===== src/design/lcd4_pkg.sv =====
// Shared types and constants for the 4-bit character LCD transfer planner.
// No dependencies; every other design file imports this package.
package lcd4_pkg;

	// request opcodes
	localparam logic [1:0] OP_CMD    = 2'd0;
	localparam logic [1:0] OP_DATA   = 2'd1;
	localparam logic [1:0] OP_CURSOR = 2'd2;
	localparam logic [1:0] OP_INIT   = 2'd3;

	// register indexes on the APB port
	localparam logic [1:0] REG_STROBE_WIDTH = 2'd0;
	localparam logic [1:0] REG_BYTE_GAP     = 2'd1;
	localparam logic [1:0] REG_CLEAR_EXTRA  = 2'd2;
	localparam logic [1:0] REG_POWERUP_WAIT = 2'd3;

	localparam int APB_AW = 4;
	localparam int APB_DW = 32;
	localparam int WAIT_W = 16;

	localparam logic [WAIT_W-1:0] RST_STROBE_WIDTH = 16'd1000;
	localparam logic [WAIT_W-1:0] RST_BYTE_GAP     = 16'd2000;
	localparam logic [WAIT_W-1:0] RST_CLEAR_EXTRA  = 16'd2000;
	localparam logic [WAIT_W-1:0] RST_POWERUP_WAIT = 16'd15000;

	localparam logic [WAIT_W-1:0] INIT_WAIT_FIRST  = 16'd5000;
	localparam logic [WAIT_W-1:0] INIT_WAIT_SECOND = 16'd200;

	localparam logic [7:0] LINE0_BASE = 8'h80;
	localparam logic [7:0] LINE1_BASE = 8'hC0;

	localparam logic [3:0] NIB_WAKE  = 4'h3;
	localparam logic [3:0] NIB_4BIT  = 4'h2;
	localparam logic [7:0] CMD_FUNC  = 8'h28;
	localparam logic [7:0] CMD_DISP  = 8'h0C;
	localparam logic [7:0] CMD_ENTRY = 8'h06;
	localparam logic [7:0] CMD_CLEAR = 8'h01;

	// init runs 4 bare nibbles then 4 command bytes
	localparam int STEP_W = 4;
	localparam logic [STEP_W-1:0] STEP_FIRST_BYTE = 4'd4;
	localparam logic [STEP_W-1:0] STEP_INIT_LAST  = 4'd11;
	localparam logic [STEP_W-1:0] STEP_BYTE_LAST  = 4'd1;

	typedef struct packed {
		logic [1:0] op;
		logic [7:0] value;
		logic       row;
		logic [5:0] col;
	} req_t;

	typedef struct packed {
		logic              reg_select;
		logic [3:0]        nibble;
		logic [WAIT_W-1:0] wait_before;
		logic [WAIT_W-1:0] wait_after;
		logic              last;
	} xfer_t;

	// classified job handed from front to back
	typedef struct packed {
		logic       is_init;
		logic       rs;
		logic [7:0] data;
	} job_t;

	// timing values the back end needs
	typedef struct packed {
		logic [WAIT_W-1:0] byte_gap;
		logic [WAIT_W-1:0] clear_wait;
		logic [WAIT_W-1:0] powerup_wait;
	} timing_t;

	typedef enum logic {
		ST_IDLE,
		ST_RUN
	} back_state_t;

	function automatic logic [7:0] init_cmd(input logic [1:0] idx);
		logic [7:0] c;
		case (idx)
			2'd0:    c = CMD_FUNC;
			2'd1:    c = CMD_DISP;
			2'd2:    c = CMD_ENTRY;
			default: c = CMD_CLEAR;
		endcase
		return c;
	endfunction

endpackage


===== src/design/char_lcd_4bit_interface.sv =====
// A taken request is queued, popped by the sequencer, and each transfer registered.
// Throughput: one transfer per cycle from the back-end sequencer; a byte request is
// two nibbles, init 4 nibbles then 4 bytes; queued requests follow with no gap.
// busy is high while the job queue (QUEUE_DEPTH entries) is full.
// Reset (arst_n low, async): queue empty, sequencer idle, registers at defaults.
// Depends on lcd4_pkg, lcd4_regs, lcd4_front, lcd4_queue, lcd4_back.
module char_lcd_4bit_interface #(
	parameter int QUEUE_DEPTH = 2
) (
	input  logic                        clk,
	input  logic                        arst_n,
	input  logic                        start,
	input  lcd4_pkg::req_t              req,
	output logic                        busy,
	output logic                        strobe,
	output lcd4_pkg::xfer_t             result,
	input  logic                        psel,
	input  logic                        penable,
	input  logic                        pwrite,
	input  logic [lcd4_pkg::APB_AW-1:0] paddr,
	input  logic [lcd4_pkg::APB_DW-1:0] pwdata,
	output logic [lcd4_pkg::APB_DW-1:0] prdata,
	output logic                        pready
);
	import lcd4_pkg::*;

	timing_t timing;
	logic    push;
	logic    pop;
	logic    q_full;
	logic    q_empty;
	job_t    new_job;
	job_t    head_job;

	lcd4_regs u_regs (
		.clk     (clk),
		.arst_n  (arst_n),
		.psel    (psel),
		.penable (penable),
		.pwrite  (pwrite),
		.paddr   (paddr),
		.pwdata  (pwdata),
		.prdata  (prdata),
		.pready  (pready),
		.timing  (timing)
	);

	lcd4_front u_front (
		.start  (start),
		.req    (req),
		.q_full (q_full),
		.busy   (busy),
		.push   (push),
		.job    (new_job)
	);

	lcd4_queue #(
		.DEPTH (QUEUE_DEPTH)
	) u_queue (
		.clk      (clk),
		.arst_n   (arst_n),
		.push     (push),
		.push_job (new_job),
		.pop      (pop),
		.head     (head_job),
		.empty    (q_empty),
		.full     (q_full)
	);

	lcd4_back u_back (
		.clk    (clk),
		.arst_n (arst_n),
		.head   (head_job),
		.empty  (q_empty),
		.timing (timing),
		.pop    (pop),
		.strobe (strobe),
		.result (result)
	);

endmodule


===== src/design/lcd4_regs.sv =====
// APB register file: strobe width, byte gap, clear extra wait, power-up wait.
// Depends on lcd4_pkg; also forms the saturated clear-command wait.
module lcd4_regs (
	input  logic                     clk,
	input  logic                     arst_n,
	input  logic                     psel,
	input  logic                     penable,
	input  logic                     pwrite,
	input  logic [lcd4_pkg::APB_AW-1:0] paddr,
	input  logic [lcd4_pkg::APB_DW-1:0] pwdata,
	output logic [lcd4_pkg::APB_DW-1:0] prdata,
	output logic                     pready,
	output lcd4_pkg::timing_t        timing
);
	import lcd4_pkg::*;

	logic [WAIT_W-1:0] strobe_width_q;
	logic [WAIT_W-1:0] byte_gap_q;
	logic [WAIT_W-1:0] clear_extra_q;
	logic [WAIT_W-1:0] powerup_wait_q;
	logic              wr_en;
	logic [1:0]        idx;
	logic [WAIT_W:0]   clear_sum;
	logic [WAIT_W-1:0] rd_val;

	assign pready = 1'b1;
	assign wr_en  = psel & penable & pwrite & pready;
	assign idx    = paddr[3:2];

	always_ff @(posedge clk or negedge arst_n) begin
		if (!arst_n) begin
			strobe_width_q <= RST_STROBE_WIDTH;
			byte_gap_q     <= RST_BYTE_GAP;
			clear_extra_q  <= RST_CLEAR_EXTRA;
			powerup_wait_q <= RST_POWERUP_WAIT;
		end else if (wr_en) begin
			unique case (idx)
				REG_STROBE_WIDTH: strobe_width_q <= pwdata[WAIT_W-1:0];
				REG_BYTE_GAP:     byte_gap_q     <= pwdata[WAIT_W-1:0];
				REG_CLEAR_EXTRA:  clear_extra_q  <= pwdata[WAIT_W-1:0];
				REG_POWERUP_WAIT: powerup_wait_q <= pwdata[WAIT_W-1:0];
				default:          ;
			endcase
		end
	end

	always_comb begin
		unique case (idx)
			REG_STROBE_WIDTH: rd_val = strobe_width_q;
			REG_BYTE_GAP:     rd_val = byte_gap_q;
			REG_CLEAR_EXTRA:  rd_val = clear_extra_q;
			REG_POWERUP_WAIT: rd_val = powerup_wait_q;
			default:          rd_val = '0;
		endcase
	end

	assign prdata = {{(APB_DW-WAIT_W){1'b0}}, rd_val};

	// clear wait saturates at the top of the 16-bit range
	assign clear_sum = {1'b0, byte_gap_q} + {1'b0, clear_extra_q};

	always_comb begin
		timing.byte_gap     = byte_gap_q;
		timing.powerup_wait = powerup_wait_q;
		timing.clear_wait   = clear_sum[WAIT_W] ? {WAIT_W{1'b1}} : clear_sum[WAIT_W-1:0];
	end

endmodule


===== src/design/lcd4_front.sv =====
// Front end: takes a request transfer and turns it into a job descriptor.
// Depends on lcd4_pkg; feeds lcd4_queue.
module lcd4_front (
	input  logic           start,
	input  lcd4_pkg::req_t req,
	input  logic           q_full,
	output logic           busy,
	output logic           push,
	output lcd4_pkg::job_t job
);
	import lcd4_pkg::*;

	logic [7:0] line_base;

	assign busy = q_full;
	assign push = start & ~q_full;
	assign line_base = req.row ? LINE1_BASE : LINE0_BASE;

	always_comb begin
		job = '0;
		unique case (req.op)
			OP_CMD: begin
				job.rs   = 1'b0;
				job.data = req.value;
			end
			OP_DATA: begin
				job.rs   = 1'b1;
				job.data = req.value;
			end
			OP_CURSOR: begin
				// address wraps at 8 bits
				job.rs   = 1'b0;
				job.data = line_base + {2'b00, req.col};
			end
			OP_INIT: begin
				job.is_init = 1'b1;
			end
			default: job = '0;
		endcase
	end

endmodule


===== src/design/lcd4_queue.sv =====
// Small job queue between front and back end.
// Depends on lcd4_pkg for the job descriptor type.
module lcd4_queue #(
	parameter int DEPTH = 2
) (
	input  logic           clk,
	input  logic           arst_n,
	input  logic           push,
	input  lcd4_pkg::job_t push_job,
	input  logic           pop,
	output lcd4_pkg::job_t head,
	output logic           empty,
	output logic           full
);
	import lcd4_pkg::*;

	localparam int PTR_W = (DEPTH > 1) ? $clog2(DEPTH) : 1;
	localparam int CNT_W = $clog2(DEPTH + 1);
	localparam logic [PTR_W-1:0] PTR_LAST = PTR_W'(DEPTH - 1);
	localparam logic [CNT_W-1:0] CNT_FULL = CNT_W'(DEPTH);

	job_t             mem_q [DEPTH];
	logic [PTR_W-1:0] wr_ptr_q;
	logic [PTR_W-1:0] rd_ptr_q;
	logic [CNT_W-1:0] count_q;
	logic             do_push;
	logic             do_pop;

	assign empty   = (count_q == '0);
	assign full    = (count_q == CNT_FULL);
	assign do_push = push & ~full;
	assign do_pop  = pop & ~empty;
	assign head    = mem_q[rd_ptr_q];

	always_ff @(posedge clk) begin
		if (do_push) begin
			mem_q[wr_ptr_q] <= push_job;
		end
	end

	always_ff @(posedge clk or negedge arst_n) begin
		if (!arst_n) begin
			wr_ptr_q <= '0;
			rd_ptr_q <= '0;
			count_q  <= '0;
		end else begin
			if (do_push) begin
				wr_ptr_q <= (wr_ptr_q == PTR_LAST) ? '0 : wr_ptr_q + 1'b1;
			end
			if (do_pop) begin
				rd_ptr_q <= (rd_ptr_q == PTR_LAST) ? '0 : rd_ptr_q + 1'b1;
			end
			if (do_push && !do_pop) begin
				count_q <= count_q + 1'b1;
			end else if (do_pop && !do_push) begin
				count_q <= count_q - 1'b1;
			end
		end
	end

endmodule


===== src/design/lcd4_back.sv =====
// Back end: steps through a job and emits one strobed transfer per cycle.
// Depends on lcd4_pkg; pops jobs from lcd4_queue.
module lcd4_back (
	input  logic              clk,
	input  logic              arst_n,
	input  lcd4_pkg::job_t    head,
	input  logic              empty,
	input  lcd4_pkg::timing_t timing,
	output logic              pop,
	output logic              strobe,
	output lcd4_pkg::xfer_t   result
);
	import lcd4_pkg::*;

	back_state_t       state_q, state_d;
	job_t              job_q;
	logic [STEP_W-1:0] step_q;
	logic              last_step;
	logic              running;
	logic [STEP_W-1:0] cmd_step;
	logic [7:0]        cur_byte;
	xfer_t             xfer;
	xfer_t             result_q;
	logic              strobe_q;

	assign last_step = job_q.is_init ? (step_q == STEP_INIT_LAST) : (step_q == STEP_BYTE_LAST);

	// next state
	always_comb begin
		state_d = state_q;
		unique case (state_q)
			ST_IDLE: if (!empty) state_d = ST_RUN;
			ST_RUN:  if (last_step && empty) state_d = ST_IDLE;
			default: state_d = ST_IDLE;
		endcase
	end

	// outputs of the sequencer
	always_comb begin
		pop     = 1'b0;
		running = 1'b0;
		unique case (state_q)
			ST_IDLE: pop = ~empty;
			ST_RUN: begin
				running = 1'b1;
				pop     = last_step & ~empty;
			end
			default: ;
		endcase
	end

	assign cmd_step = step_q - STEP_FIRST_BYTE;
	assign cur_byte = job_q.is_init ? init_cmd(cmd_step[2:1]) : job_q.data;

	always_comb begin
		xfer = '0;
		xfer.last = last_step;
		if (job_q.is_init) begin
			xfer.reg_select = 1'b0;
			if (step_q < STEP_FIRST_BYTE) begin
				xfer.nibble = (step_q == 4'd3) ? NIB_4BIT : NIB_WAKE;
				if (step_q == 4'd0) begin
					xfer.wait_before = timing.powerup_wait;
					xfer.wait_after  = INIT_WAIT_FIRST;
				end else if (step_q == 4'd1) begin
					xfer.wait_after  = INIT_WAIT_SECOND;
				end
			end else if (step_q[0]) begin
				xfer.nibble     = cur_byte[3:0];
				xfer.wait_after = last_step ? timing.clear_wait : timing.byte_gap;
			end else begin
				xfer.nibble = cur_byte[7:4];
			end
		end else begin
			xfer.reg_select = job_q.rs;
			if (step_q[0]) begin
				xfer.nibble     = cur_byte[3:0];
				xfer.wait_after = timing.byte_gap;
			end else begin
				xfer.nibble = cur_byte[7:4];
			end
		end
	end

	always_ff @(posedge clk or negedge arst_n) begin
		if (!arst_n) begin
			state_q  <= ST_IDLE;
			step_q   <= '0;
			strobe_q <= 1'b0;
		end else begin
			state_q  <= state_d;
			strobe_q <= running;
			if (pop) begin
				step_q <= '0;
			end else if (running) begin
				step_q <= step_q + 1'b1;
			end
		end
	end

	always_ff @(posedge clk) begin
		if (pop) begin
			job_q <= head;
		end
		if (running) begin
			result_q <= xfer;
		end
	end

	assign strobe = strobe_q;
	assign result = result_q;

endmodule


===== config.mk =====
export PLATFORM = sky130hd
export DESIGN_NAME = char_lcd_4bit_interface
export DESIGN_NICKNAME = d
export VERILOG_FILES = /design/src/design/lcd4_pkg.sv /design/src/design/char_lcd_4bit_interface.sv /design/src/design/lcd4_regs.sv /design/src/design/lcd4_front.sv /design/src/design/lcd4_queue.sv /design/src/design/lcd4_back.sv
export SDC_FILE = /design/constraint.sdc
export NUM_CORES = 1
export LEC_CHECK = 0
export ABC_AREA = 1
export BUFFER_PORTS_ARGS = -buffer_cell sky130_fd_sc_hd__buf_2
export CORE_UTILIZATION = 56
export CTS_BUF_LIST = sky130_fd_sc_hd__clkbuf_16
export DETAILED_ROUTE_END_ITERATION = 7
export GPL_ROUTABILITY_DRIVEN = 0
export GPL_TIMING_DRIVEN = 1
export PLACE_DENSITY = 0.77
export SLEW_MARGIN = 20
export SYNTH_ARGS = -nofsm -noshare
export SYNTH_HDL_FRONTEND = slang
export SYNTH_SLANG_ARGS = --single-unit
export TNS_END_PERCENT = 20

===== constraint.sdc =====
create_clock -name clk -period 2.7 [get_ports clk]
set_input_delay 0.54 -clock clk [delete_from_list [all_inputs] [get_ports clk]]
set_output_delay 0.54 -clock clk [all_outputs]
set_load 0.01 [all_outputs]

* Yosys cells after proc, flatten, opt, wreduce, memory -nomap -nowiden *
Memory sizes are Yosys's and may differ from the RTL's. A register that Yosys moved wholly into a read port is not among the register bits.
Index checks and enable logic that the tools add are counted.

storage, ports and cells
  flip-flop bits (word level) = 112
  bits in writable memories = 20
  input port bits = 59
  output and inout port bits = 73
  memories = 1

cells by class
  $add $sub $neg = 8
  $lt $le $gt $ge = 1
  equality and inequality tests = 12
  muxes and demuxes = 32
  bitwise logic cells = 9
  reduce and logical (&&, ||, !) cells = 17

memories
  name           depth  bits a word  read ports  clocked after Yosys merged registers in  write ports  line              text
  u_queue.mem_q  2      10           1           1                                        1            lcd4_queue.sv:22  job_t mem_q [DEPTH];

operators with widths
  operator                                                               count
  16-bit 2-to-1 mux                                                      7
  16-bit one-hot mux with 4 select lines                                 1
  9-bit one-hot mux with 3 select lines                                  1
  4-bit 2-to-1 mux                                                       5
  6-bit one-hot mux with 3 select lines                                  1
  16-bit by 16-bit adder with 17-bit output                              1
  8-bit 2-to-1 mux                                                       2
  2-bit == test (second input constant)                                  6
  1-bit 2-to-1 mux                                                       10
  8-bit by 6-bit adder with 8-bit output                                 1
  2-bit zero test                                                        4
  2-bit AND reduction                                                    4
  7-bit 2-to-1 mux                                                       1
  1-bit bitwise AND                                                      6
  2-bit by 1-bit == test with 1-bit output (second input constant)       3
  4-bit by 1-bit adder with 4-bit output (second input constant)         1
  4-bit by 1-bit == test with 1-bit output (second input constant)       1
  4-bit by 2-bit == test with 1-bit output (second input constant)       1
  4-bit == test (second input constant)                                  1
  4-bit zero test                                                        1
  4-bit by 3-bit < comparator with 1-bit output (second input constant)  1
  2-bit 2-to-1 mux                                                       2
  1-bit one-hot mux with 2 select lines                                  2
  2-bit nonzero test                                                     2
  8 further kinds                                                        14

* Longest topological paths before layout *
  depth in word-level cells = 8
  depth in mapped cells = 15

* Hierarchy *
A second synthesis with hierarchy kept.

second synthesis, totals
  cell total of the unflattened synthesis = 892
  area total of the unflattened synthesis = 7581.0 um^2

modules (own cells, without submodules)
  module      instances  cells each  area each (um^2)
  lcd4_regs   1          547         4012.6
  lcd4_back   1          229         2463.6
  lcd4_queue  1          84          957.2
  lcd4_front  1          32          147.6

* Worst setup path before layout *
Ideal clock, no wire load.

  path kind = reg-to-reg
  start = register u_back.state_q
  end = register u_queue.count_q[1]
  library setup time = 0.131 ns
  arrival time = 2.042 ns
  required time = 2.569 ns
  path slack = 0.528 ns
  stages on the path, launching flop included = 7
  path buffers = 0
  period minus slack after synthesis = 2.172 ns
  cells stage by stage = dfrtp_1 -> nand2_1 -> nand2_1 -> ha_1 -> a21oi_1 -> o21ai_0 -> xor2_1

between the ends
  longest elaborated chain between the ends = 6

RTL lines
  item                                                           line              text
  start, declared                                                lcd4_back.sv:15   back_state_t state_q, state_d;
  start signal, assigned                                         lcd4_back.sv:91   state_q <= state_d;
  1-bit NOT                                                      lcd4_back.sv:42   unique case (state_q)
  1-bit one-hot mux with 2 select lines *                        lcd4_back.sv:42
  1-bit bitwise AND *                                            lcd4_queue.sv:32  assign do_pop = pop & ~empty;
  1-bit zero test                                                lcd4_queue.sv:53  if (do_push && !do_pop) begin
  1-bit logical AND                                              lcd4_queue.sv:53
  2-bit 2-to-1 mux / 2-bit nonzero test (equally long branches)  -
  end signal, assigned                                           lcd4_queue.sv:54  count_q <= count_q + 1'b1;
  end signal, assigned                                           lcd4_queue.sv:56  count_q <= count_q - 1'b1;
  end, declared                                                  lcd4_queue.sv:25  logic [CNT_W-1:0] count_q;

Every way passes the cells marked *; elsewhere a longest branch is shown, timed or not.
A chain may end at the register's enable or synchronous reset.

==> results.cfg <==
[place]
port_buffers = 96
dp.cells = 1095
detailed_place_hpwl_um = 11300

[die]
dieHeight_um = 116
initial_core_util_pct = 57.6
dieArea_mm2 = 0.0135
die_w_um = 116
rows = 41
io_pins = 132
core_mm2 = 0.0127

[setup_path]
cpPeakStageDelay_ns = 0.44
startpoint_type = flip-flop
r2r_setup_slack_ns = 0.27
cp_slowest_cell = dfrtp_1
path_class = reg -> reg
crit_buf_inv = 0
path_cells = ha_1, fa_1, nand2_1, nand2_1, nand3_1, nand2_1, nand2_1, nand2_2, nor2_1, nand2_1, o21bai_1, nand2_1
critPathCaptureType = flip-flop
cp_data_required_time_ns = 2.87
cp.arrival_ns = 2.60
crit_family = simple AND/OR/NAND/NOR gates
crit_path_max_fanout = 5
worst_path_most_repeated_cell = nand2_1

[global_routing]
grt-ovfl-total = 0
grt_max_degree = 46
antenna_found_initial = 0
grt_pass1_vias = 5232
grt_util_all_layers_pct = 26.0
grt_pass1_wl_um = 26500

[sta]
setup_viol_count_final = 0
worstMarginPinSlew_ns = 0.698
rsz0062_at_grt = no
fmax_mhz = 411
final_max_slew_viol_count = 0
hold_viol = 0
period_share_pct = 90.0
fin_crit_ns = 2.43
finalSetupTns_ns = 0
clock_skew_ns = 0.00865
relSlewSlack_pct = 53.2

[detailed_routing]
via_per_inst = 5.21
ant_nets = 0
vias = 5869
wl_per_cell_um = 14.5
wirelength_um = 16400
firstDrtPassIters = 7
drt_iter0_drc = 444
drc = 0

[pwr]
total_leakage_power_uw = 0.00426
powerDensity_mw_per_mm2 = 959
vdd_drop_max_mv = 0.480

[status]
outcome = completed

[final_layout]
nets = 1026
n_antenna_cell = 0
layout_common_cells = nand2_1 (257), buf_2 (96), inv_1 (93)
syn_to_final_growth_pct = 17.6
regArea_mm2 = 0.00393
multi_input_area_mm2 = 0.00282
nFillCells = 999
layout.cells.non_filler = 1127
drive_above_1_share_pct = 20.1
final_common_cell = nand2_1

[yosys]
yosys_most_used_dff = edfxtp_1
synth_top_area_share_pct = 28.0
ys_ff_latch = 142
synth_top_cells_by_area = edfxtp_1 (28%), dfrtp_1 (17%), nand2_1 (13%), dfstp_2 (9.0%), o21ai_0 (6.2%)
synth_cell_types = 37
yosysSeqAreaShare_pct = 53.8
synth_area_leader_cell = edfxtp_1
netlist_area_mm2 = 0.00730
synthArstFlopShare_pct = 52.1
syn_inst = 837
synth_warnings = 0
synth_area_per_cell_um2 = 8.72
synth-edff-count = 68

[clock_tree]
clockBufferDepth = 2
root_buffer = clkbuf_16
cts_tree = built
cts_resized = 0
cts_buffers = 17
postCtsSetupRepairBufs = 0
insertion_delay_ns = 0.42
htree_levels = 4
postCtsHoldBufs = 0
clock_sinks = 142
cts.reportedPaths.clkPinSlew_ns = 0.06

[worst_hold_path]
hp-class = in -> async

[flow_run]
maxCapViolCount = 0
[where the power goes]
part	internal [uW]	switching, uW
clock	1560	892
sequential	3010	345
combinational	882	1550
total	5450	2790
[cell usage after synthesis, types with 3 or more instances]
| cell | count |
|---|---|
| nand2_1 | 257 |
| inv_1 | 92 |
| o21ai_0 | 90 |
| edfxtp_1 | 68 |
| nor2_1 | 57 |
| dfrtp_1 | 49 |
| nand3_1 | 31 |
| dfstp_2 | 25 |
| ha_1 | 24 |
| clkbuf_1 | 20 |
| buf_4 | 17 |
| o2111ai_1 | 16 |
| a21oi_1 | 14 |
| o21ai_1 | 12 |
| xor2_1 | 9 |
| o21bai_1 | 8 |
| buf_2 | 7 |
| inv_2 | 4 |
| nand2_2 | 4 |
| nor3_1 | 4 |
| nand4_1 | 3 |
| nor2_2 | 3 |
[path summary, 6_finish.rpt]
path	from	end	cells past startpoint
hold reg to reg	u_queue.count_q[1]	u_back.state_q	2
hold / removal	arst_n	u_regs.powerup_wait_q[14]	2
setup reg to reg	u_regs.byte_gap_q[0]	u_back.result[14]	12
min in group clk	pwdata[7]	u_regs.powerup_wait_q[7]	3
max in group asynchronous	arst_n	u_back.state_q	2
setup / recovery	u_regs.byte_gap_q[0]	u_back.result[14]	12
[cell type report]
cell class,instances,area share [%]
clock inverter,13,1.85
clock buffer,19,5.53
timing repair buffer,116,7.34
inverter,96,4.19
multi-input combinational,569,32.9
sequential,142,45.7
tap,172,2.51
[through the flow]
| step | util (%) | hold WS, ns | total power [uW] | instance area (um^2) | setup WS, ns |
|---|---|---|---|---|---|
| after global routing | 67.8 | 0.161 | 8730 | 8590 | 0.103 |
| after floorplan | - | 0.244 | 4980 | 7360 | 0.528 |
| after CTS | 67.8 | 0.137 | 8250 | 8590 | 0.269 |
| after detailed placement | 62.8 | 0.473 | 5760 | 7960 | 0.266 |
| after global placement | 62.8 | 0.465 | 5710 | 7960 | 0.333 |
| final | 67.8 | 0.134 | 8240 | 8590 | 0.270 |
[kinds of logic (layout without fill, tap and decap cells)]
logic type,after synthesis,after routing,synth area share (%)
flops,142,142,53.8
compound gates,147,147,11.4
xor+xnor,11,11,1.32
simple gates,368,368,20.5
other cells,2,17,0.103
mux,1,1,0.137
fa+ha+maj,25,25,4.39
buf+inv,141,244,8.34
[per-layer routing]
metal | vias to the layer above | part of all wire [%] | track usage, %
met1 | 2712 | 47 | 38.4
met2 | 222 | 44 | 37.8
met4 | 0 | 1.4 | 8.80
met3 | 21 | 7.2 | 6.18
met5 | - | 0 | 0
li1 | 2914 | - | -
[sequential cells by signal (all words and copies together), names as in the netlist]
name	flops
u_back.result	38
u_queue.mem_q	20
u_regs.byte_gap_q	16
u_regs.clear_extra_q	16
u_regs.powerup_wait_q	16
u_regs.strobe_width_q	16
u_back.job_q	10
u_back.step_q	4
u_queue.count_q	2
u_back.state_q	1
u_back.strobe	1
u_queue.rd_ptr_q	1
u_queue.wr_ptr_q	1
No activity file was read; power rests on OpenSTA's default activity.
